## src/hw/rtl/sodo_pkg.sv

```systemverilog
// Shared types and constants of the Simpson odometer integrator.
package sodo_pkg;

   localparam int unsigned ODO_W     = 48;
   localparam int unsigned TRIP_W    = 40;
   localparam int unsigned SESSION_W = 48;
   localparam int unsigned UNSAVED_W = 33;
   localparam int unsigned STEP_W    = 32;
   localparam int unsigned SUM_W     = 22;
   localparam int unsigned SPEED_W   = 16;
   localparam int unsigned IDX_W     = 5;
   localparam int unsigned CSR_IDX_W = 8;
   localparam int unsigned CSR_DATA_W = 48;

   localparam logic [TRIP_W-1:0] TRIP_LIMIT_RESET = 40'd21600000000;
   localparam logic [STEP_W-1:0] SAVE_STEP_RESET  = 32'd2160000;

   typedef enum logic [1:0] {
      MODE_SPEED      = 2'd0,
      MODE_CLEAR_TRIP = 2'd1,
      MODE_CLEAR_ALL  = 2'd2,
      MODE_LOAD       = 2'd3
   } mode_type;

   localparam logic [CSR_IDX_W-1:0] CSR_ODO_PRESET  = 8'd0;
   localparam logic [CSR_IDX_W-1:0] CSR_TRIP_PRESET = 8'd1;
   localparam logic [CSR_IDX_W-1:0] CSR_TRIP_LIMIT  = 8'd2;
   localparam logic [CSR_IDX_W-1:0] CSR_SAVE_STEP   = 8'd3;

   typedef struct packed {
      logic [ODO_W-1:0]  odo_preset;
      logic [TRIP_W-1:0] trip_preset;
      logic [TRIP_W-1:0] trip_limit;
      logic [STEP_W-1:0] save_step;
   } cfg_type;

   // Window closure seen by the accumulators.
   typedef struct packed {
      logic             done;
      logic [SUM_W-1:0] distance;
   } win_type;

   typedef struct packed {
      logic [SESSION_W-1:0] session;
      logic [TRIP_W-1:0]    trip;
      logic [ODO_W-1:0]     odometer;
   } totals_type;

   typedef struct packed {
      logic save_request;
      logic window_done;
   } flags_type;

endpackage

```

## src/hw/rtl/sodo_window.sv

```systemverilog
// Running Simpson weighted sum over one integration window.
module sodo_window import sodo_pkg::*; #(
   parameter int unsigned WINDOW_SAMPLES = 21
) (
   input  logic               clock,
   input  logic               reset,
   input  logic               step,
   input  logic [SPEED_W-1:0] speed,
   output win_type            win
);

   localparam logic [IDX_W-1:0] LAST_IDX = IDX_W'(WINDOW_SAMPLES - 1);

   logic [SUM_W-1:0] sum_ff, sum_in;
   logic [IDX_W-1:0] idx_ff, idx_in;
   logic [SUM_W-1:0] v;
   logic [SUM_W-1:0] weighted;

   // Negative speeds count as standing still.
   assign v = speed[SPEED_W-1] ? '0 : SUM_W'(speed[SPEED_W-2:0]);

   always_comb begin
      if (idx_ff == '0) begin
         weighted = v;
      end else if (idx_ff[0]) begin
         weighted = {v[SUM_W-3:0], 2'b00};
      end else begin
         weighted = {v[SUM_W-2:0], 1'b0};
      end
   end

   always_comb begin
      win.done     = 1'b0;
      win.distance = sum_ff + v;
      sum_in       = sum_ff;
      idx_in       = idx_ff;
      if (step) begin
         if (idx_ff >= LAST_IDX) begin
            // The closing sample opens the next window with weight one.
            win.done = 1'b1;
            sum_in   = v;
            idx_in   = IDX_W'(1);
         end else begin
            sum_in = sum_ff + weighted;
            idx_in = idx_ff + IDX_W'(1);
         end
      end
   end

   always_ff @(posedge clock) begin
      if (reset) begin
         sum_ff <= '0;
         idx_ff <= '0;
      end else begin
         sum_ff <= sum_in;
         idx_ff <= idx_in;
      end
   end

endmodule

```

## src/hw/rtl/sodo_accum.sv

```systemverilog
// Odometer, trip, session and unsaved distance accumulators.
module sodo_accum import sodo_pkg::*; (
   input  logic       clock,
   input  logic       reset,
   input  logic       step,
   input  mode_type   mode,
   input  win_type    win,
   input  cfg_type    cfg,
   output totals_type totals,
   output flags_type  flags
);

   logic [ODO_W-1:0]     odo_ff, odo_in;
   logic [TRIP_W-1:0]    trip_ff, trip_in;
   logic [SESSION_W-1:0] session_ff, session_in;
   logic [UNSAVED_W-1:0] unsaved_ff, unsaved_in;

   logic [ODO_W:0]       odo_sum;
   logic [TRIP_W:0]      trip_sum;
   logic [SESSION_W:0]   session_sum;
   logic [UNSAVED_W:0]   unsaved_sum;
   logic [ODO_W-1:0]     odo_sat;
   logic [TRIP_W-1:0]    trip_sat;
   logic [SESSION_W-1:0] session_sat;
   logic [UNSAVED_W-1:0] unsaved_sat;
   logic [UNSAVED_W-1:0] step_ext;

   assign odo_sum     = {1'b0, odo_ff} + (ODO_W+1)'(win.distance);
   assign trip_sum    = {1'b0, trip_ff} + (TRIP_W+1)'(win.distance);
   assign session_sum = {1'b0, session_ff} + (SESSION_W+1)'(win.distance);
   assign unsaved_sum = {1'b0, unsaved_ff} + (UNSAVED_W+1)'(win.distance);

   assign odo_sat     = odo_sum[ODO_W] ? '1 : odo_sum[ODO_W-1:0];
   assign trip_sat    = trip_sum[TRIP_W] ? '1 : trip_sum[TRIP_W-1:0];
   assign session_sat = session_sum[SESSION_W] ? '1 : session_sum[SESSION_W-1:0];
   assign unsaved_sat = unsaved_sum[UNSAVED_W] ? '1 : unsaved_sum[UNSAVED_W-1:0];
   assign step_ext    = UNSAVED_W'(cfg.save_step);

   always_comb begin
      odo_in             = odo_ff;
      trip_in            = trip_ff;
      session_in         = session_ff;
      unsaved_in         = unsaved_ff;
      flags.window_done  = 1'b0;
      flags.save_request = 1'b0;
      unique case (mode)
         MODE_SPEED: begin
            if (win.done) begin
               flags.window_done = 1'b1;
               odo_in            = odo_sat;
               session_in        = session_sat;
               // The trip wraps to zero once it reaches its limit.
               trip_in = (trip_sat >= cfg.trip_limit) ? '0 : trip_sat;
               if (unsaved_sat >= step_ext) begin
                  unsaved_in         = unsaved_sat - step_ext;
                  flags.save_request = 1'b1;
               end else begin
                  unsaved_in = unsaved_sat;
               end
            end
         end
         MODE_CLEAR_TRIP: begin
            trip_in            = '0;
            flags.save_request = 1'b1;
         end
         MODE_CLEAR_ALL: begin
            odo_in             = '0;
            trip_in            = '0;
            flags.save_request = 1'b1;
         end
         MODE_LOAD: begin
            odo_in     = cfg.odo_preset;
            trip_in    = cfg.trip_preset;
            session_in = '0;
         end
         default: begin
         end
      endcase
   end

   assign totals.odometer = odo_in;
   assign totals.trip     = trip_in;
   assign totals.session  = session_in;

   always_ff @(posedge clock) begin
      if (reset) begin
         odo_ff     <= '0;
         trip_ff    <= '0;
         session_ff <= '0;
         unsaved_ff <= '0;
      end else if (step) begin
         odo_ff     <= odo_in;
         trip_ff    <= trip_in;
         session_ff <= session_in;
         unsaved_ff <= unsaved_in;
      end
   end

endmodule

```

## src/hw/rtl/simpson_odometer_integrator.sv

```systemverilog
// Top level of the Simpson-rule odometer integrator.
// A request is accepted into the input stage; its result is then registered into the result stage.
// Throughput: one request per cycle while rsp_tready does not hold the result stage;
// window and accumulator state update as each request advances, so back-to-back requests do not wait on each other.
// Reset (synchronous) clears all sums and counters, loads the register
// defaults and empties both pipeline stages; no clearing pass is needed.
module simpson_odometer_integrator import sodo_pkg::*; #(
   parameter int unsigned WINDOW_SAMPLES = 21
) (
   input  logic                  clock,
   input  logic                  reset,
   input  logic                  req_tvalid,
   output logic                  req_tready,
   input  logic [15:0]           req_tdata,  // speed[15:0]
   input  logic [1:0]            req_tuser,  // mode[1:0]
   output logic                  rsp_tvalid,
   input  logic                  rsp_tready,
   output logic [135:0]          rsp_tdata,  // odometer[47:0], trip[87:48], session[135:88]
   output logic [1:0]            rsp_tuser,  // window_done[0], save_request[1]
   input  logic                  csr_valid,
   output logic                  csr_ready,
   input  logic [CSR_IDX_W-1:0]  csr_index,
   input  logic [CSR_DATA_W-1:0] csr_data
);

   logic               in_valid_ff;
   mode_type           in_mode_ff;
   logic [SPEED_W-1:0] in_speed_ff;
   logic               advance;
   logic               rsp_valid_ff;
   totals_type         rsp_totals_ff;
   flags_type          rsp_flags_ff;
   cfg_type            cfg_ff;
   win_type            win;
   totals_type         totals;
   flags_type          flags;

   assign advance    = in_valid_ff && (!rsp_valid_ff || rsp_tready);
   assign req_tready = !in_valid_ff || advance;
   assign csr_ready  = 1'b1;

   always_ff @(posedge clock) begin
      if (reset) begin
         in_valid_ff <= 1'b0;
      end else if (req_tready) begin
         in_valid_ff <= req_tvalid;
      end
      if (req_tready && req_tvalid) begin
         in_mode_ff  <= mode_type'(req_tuser);
         in_speed_ff <= req_tdata;
      end
   end

   always_ff @(posedge clock) begin
      if (reset) begin
         cfg_ff.odo_preset  <= '0;
         cfg_ff.trip_preset <= '0;
         cfg_ff.trip_limit  <= TRIP_LIMIT_RESET;
         cfg_ff.save_step   <= SAVE_STEP_RESET;
      end else if (csr_valid) begin
         unique case (csr_index)
            CSR_ODO_PRESET:  cfg_ff.odo_preset  <= csr_data[ODO_W-1:0];
            CSR_TRIP_PRESET: cfg_ff.trip_preset <= csr_data[TRIP_W-1:0];
            CSR_TRIP_LIMIT:  cfg_ff.trip_limit  <= csr_data[TRIP_W-1:0];
            CSR_SAVE_STEP:   cfg_ff.save_step   <= csr_data[STEP_W-1:0];
            default: begin
            end
         endcase
      end
   end

   sodo_window #(
      .WINDOW_SAMPLES(WINDOW_SAMPLES)
   ) u_window (
      .clock (clock),
      .reset (reset),
      .step  (advance && (in_mode_ff == MODE_SPEED)),
      .speed (in_speed_ff),
      .win   (win)
   );

   sodo_accum u_accum (
      .clock  (clock),
      .reset  (reset),
      .step   (advance),
      .mode   (in_mode_ff),
      .win    (win),
      .cfg    (cfg_ff),
      .totals (totals),
      .flags  (flags)
   );

   always_ff @(posedge clock) begin
      if (reset) begin
         rsp_valid_ff <= 1'b0;
      end else if (advance) begin
         rsp_valid_ff <= 1'b1;
      end else if (rsp_tready) begin
         rsp_valid_ff <= 1'b0;
      end
      if (advance) begin
         rsp_totals_ff <= totals;
         rsp_flags_ff  <= flags;
      end
   end

   assign rsp_tvalid = rsp_valid_ff;
   assign rsp_tdata  = rsp_totals_ff;
   assign rsp_tuser  = rsp_flags_ff;

endmodule

```

## config.mk

```make
export PLATFORM = sky130hd
export DESIGN_NAME = simpson_odometer_integrator
export DESIGN_NICKNAME = d
export VERILOG_FILES = /design/src/hw/rtl/sodo_pkg.sv /design/src/hw/rtl/sodo_window.sv /design/src/hw/rtl/sodo_accum.sv /design/src/hw/rtl/simpson_odometer_integrator.sv
export SDC_FILE = /design/constraint.sdc
export NUM_CORES = 2
export LEC_CHECK = 0
export BUFFER_PORTS_ARGS = -buffer_cell sky130_fd_sc_hd__buf_2
export CAP_MARGIN = 10
export CORE_MARGIN = 3
export CORE_UTILIZATION = 62
export DETAILED_ROUTE_END_ITERATION = 10
export HOLD_SLACK_MARGIN = 0.08
export PLACE_DENSITY = 0.92
export REMOVE_ABC_BUFFERS = 1
export SLEW_MARGIN = 10
export SYNTH_ARGS = -nofsm -noshare
export SYNTH_HDL_FRONTEND = slang
export SYNTH_SLANG_ARGS = --single-unit
```

## constraint.sdc

```tcl
create_clock -name clock -period 9.8 [get_ports clock]
set_input_delay 0 -clock clock [delete_from_list [all_inputs] [get_ports clock]]
set_output_delay 0 -clock clock [all_outputs]
set_load 0.02 [all_outputs]
```

==> results.ini <==
[sta]
fin_skew_ns=0.03421
final_critical_path_share_of_the_clock_period_pct=94.90
period_minus_slack_ns=9.301
tightest_slew_ns=1.262
rsz0062_at_grt=no
report.final.hold_viol_count=0
layout_setup_ws_ns=0.4994
timing.max_slew.rel_slack_pct=15.29
final_count_of_negative_setup_slack_endpoints=0
clock.fmax_mhz=107.5
final-max-slew-violation-count=0

[layout]
finalInstanceArea_um2=36090
area_growth_pct=13.85
fraction_of_final_layout_cells_with_drive_strength_greater_than_1_pct=10.95
number_of_fill_cells=3694
net_count_final=4373

[clock_network]
numClockSinks=514
cts-buffers-inserted=52
clock_tree.root_cell=sky130_fd_sc_hd__clkbuf_16
clock_latency_ns=0.63
cts_htree_levels=2
tritoncts=yes
worst_setup_hold_path_clk_slew_ns=0.06
cts_buffer_depth=3

[setup_path]
setup.worst_path.end_class=register
timing.critical_path.slowest_stage_cell=sky130_fd_sc_hd__xor2_1
timing.critical_path.from_type=register
setup.worst_path.class=reg2reg
max_stage_delay_ns=0.86
critPathBufInv=3
crit_path_max_fanout=28
critical_path.top_delay_family=compound AO/OA/AOI/OAI gates
crit_path_frequent_cell=sky130_fd_sc_hd__a21oi_1
cp_data_arrival_time_ns=9.67
critical_path_required_ns=10.17

[synthesis]
synth-seq-area-share_pct=37.38
synthDistinctLibCells=86
synthMostInstantiatedCell=sky130_fd_sc_hd__nand2_1
synth_edf_count=156
netlist.top_cell.by_area=sky130_fd_sc_hd__dfxtp_1
synth_flop_cell=sky130_fd_sc_hd__dfxtp_1
synthCells=3883
synth-seq-cells=514
syn-mean-instance-area_um2=8.164
yosysWarnings=0
syn-cell-area_um2=31700
async_set_or_reset_flop_fraction_in_the_synthesized_netlist_pct=0
leading_cell_types_by_count_after_synthesis=sky130_fd_sc_hd__nand2_1 (614), sky130_fd_sc_hd__a21oi_1 (525), sky130_fd_sc_hd__dfxtp_1 (358), sky130_fd_sc_hd__nor2_1 (267), sky130_fd_sc_hd__o21ai_0 (205)
synth_top_cells_by_area=sky130_fd_sc_hd__dfxtp_1 (23%), sky130_fd_sc_hd__edfxtp_1 (15%), sky130_fd_sc_hd__a21oi_1 (8.3%), sky130_fd_sc_hd__ha_1 (7.6%), sky130_fd_sc_hd__nand2_1 (7.3%)
yosys.area.top_type_share_pct=22.61

[global_route]
initial_antenna_violation_count=2
grt_start_max_net_pins=81
globalRouteTotalUtil_pct=37.16
vias_in_the_first_global_route=29836
global_route_wire_length_before_repair_um=161300
grt.overflow.total=0

[routing]
drt_pre_antenna_iters=9
ant_nets=0
drt_iter0_markers=4564
route.detailed.drc=0
post_drt_via_cell_ratio=6.680
drt-total-wl_um=104500
wl_per_cell_um=21.71
num_vias=32145

[status]
run_status=finished, final reports clean

[floorplan]
die_extent_in_x_um=232.1
fp.dieH_um=232.1
initial_utilization_pct=62.93
top_level_port_count=220
std_cell_rows=82
fp.dieArea_um2=53880
core-area_um2=50380

[power]
power.leakage_uw=0.01465
vdd_drop_max_v=0.0001243
pwr_density_cell_nw_per_um2=137.3

[flow_run]
timing.max_cap.violations=0

[place]
area_post_placement_um2=33430
gp_congestion=0.9886
hpwlAfterDp_um=71060
dpl_worst_slack_ns=0.3998
total_of_buffers_placed_on_input_and_output_ports=218

[hold_path]
hold_class=in2reg

cell usage in the layout (no fill, tap or decap), types with 24 or more instances in the layout:
| cell | Yosys | layout |
|---|---|---|
| sky130_fd_sc_hd__clkbuf_16 | 0 | 57 |
| sky130_fd_sc_hd__inv_1 | 146 | 145 |
| sky130_fd_sc_hd__buf_2 | 7 | 217 |
| sky130_fd_sc_hd__nand2b_1 | 25 | 25 |
| sky130_fd_sc_hd__and3_1 | 39 | 39 |
| sky130_fd_sc_hd__o211ai_1 | 47 | 47 |
| sky130_fd_sc_hd__or3_1 | 24 | 24 |
| sky130_fd_sc_hd__a21o_1 | 84 | 84 |
| sky130_fd_sc_hd__o21ai_0 | 205 | 205 |
| sky130_fd_sc_hd__nand3_1 | 94 | 94 |
| sky130_fd_sc_hd__ha_1 | 192 | 190 |
| sky130_fd_sc_hd__a221o_1 | 40 | 40 |
| sky130_fd_sc_hd__buf_4 | 2 | 68 |
| sky130_fd_sc_hd__xnor2_1 | 91 | 91 |
| sky130_fd_sc_hd__a211oi_1 | 68 | 68 |
| sky130_fd_sc_hd__nand4_1 | 36 | 36 |
| sky130_fd_sc_hd__xor2_1 | 61 | 61 |
| sky130_fd_sc_hd__nor2b_1 | 39 | 39 |
| sky130_fd_sc_hd__edfxtp_1 | 156 | 156 |
| sky130_fd_sc_hd__a21oi_1 | 525 | 525 |
| sky130_fd_sc_hd__nor2_1 | 267 | 261 |
| sky130_fd_sc_hd__a31oi_1 | 38 | 38 |
| sky130_fd_sc_hd__dfxtp_1 | 358 | 358 |
| sky130_fd_sc_hd__nand2_1 | 614 | 611 |
| sky130_fd_sc_hd__o21a_1 | 50 | 50 |
| sky130_fd_sc_hd__dlygate4sd3_1 | 0 | 84 |
| sky130_fd_sc_hd__nor3_1 | 68 | 67 |
through the flow:
stage | TNS, ns | instances | hold WS (ns) | utilization (%) | power, uW
global placement | 0 | 4629 | 0.1765 | 66.37 | 2870
floorplan | -12.77 | 3670 | 0.06907 | - | 2665
CTS | 0 | 4810 | 0.08177 | 71.54 | 4924
finish | 0 | 4812 | 0.09012 | 71.64 | 4956
detailed placement | 0 | 4629 | 0.1782 | 66.37 | 2879
global route | 0 | 4812 | 0.1012 | 71.64 | 5085
repair_timing:
action	4_1_cts	5_1_grt
hold endpoints to repair	202	0
resized for setup	0	9
setup buffers	0	0
hold buffers	84	0
endpoints found under the setup margin	0	111
layer usage:
metal,global-route usage (%),up-vias,part of all wire [%]
met2,57.77,2225,44
met1,48.39,14855,38
met5,0,-,0
met4,20.12,0,6.3
li1,-,14555,-
met3,8.010,510,12
power by group:
part | internal (uW) | switching [uW] | total, uW | leakage, uW
combinational | 211 | 408 | 618 | 0.00943
sequential | 2240 | 31.4 | 2270 | 0.00436
clock | 1170 | 897 | 2070 | 0.000867
total | 3620 | 1340 | 4960 | 0.0147
worst register-to-register path: cells and delay by family (launching register included):
| kind | cells | cell delay [ns] |
|---|---|---|
| adders and majority gates | 4 | 1.46 |
| and+or+nand+nor | 7 | 1.35 |
| buffers and inverters | 3 | 0.75 |
| DFF | 1 | 0.35 |
| xor gates and xnor gates | 1 | 0.86 |
| AOI/OAI and AO/OA | 18 | 4.31 |
cell type report:
cell class / count / area, um2 / area share (%)
clock buffer: 66 / 1510 / 4.184
sequential: 514 / 11850 / 32.84
clock inverter: 31 / 256.5 / 0.7107
tap: 672 / 840.8 / 2.330
multi-input combinational: 3006 / 18590 / 51.52
inverter: 150 / 570.5 / 1.581
antenna: 2 / 5.005 / 0.01387
timing repair buffer: 371 / 2462 / 6.823
sequential cells by signal (all words and copies together) (netlist names):
signal              flops
cfg_ff                160
rsp_tdata             136
u_accum.odo_ff         48
u_accum.session_ff     48
u_accum.trip_ff        40
u_accum.unsaved_ff     33
u_window.sum_ff        22
in_speed_ff            16
u_window.idx_ff         5
in_mode_ff              2
rsp_tuser               2
in_valid_ff             1
rsp_tvalid              1
worst paths after layout:
check,startpoint,to,slack [ns],depth (start not counted)
min,req_tuser[0],in_mode_ff[0],0.09,2
min reg2reg,cfg_ff[51],cfg_ff[51],0.45,2
max reg2reg,in_speed_ff[15],rsp_tdata[79],0.50,33
max,in_speed_ff[15],rsp_tdata[79],0.50,33
logic make-up (layout without fill, tap and decap cells):
group	after synthesis	in the layout	share of synthesized area [%]
and+or+nand+nor	1305	1305	18.43
adders and majority gates	204	204	8.178
other	1	3	0.01183
AOI/OAI and AO/OA	1314	1314	26.46
xor gates and xnor gates	152	152	4.199
buffers and inverters	363	618	4.349
DFF	514	514	37.38
muxes	30	30	0.9946
Note: power is estimated with default switching activity, not from simulation.
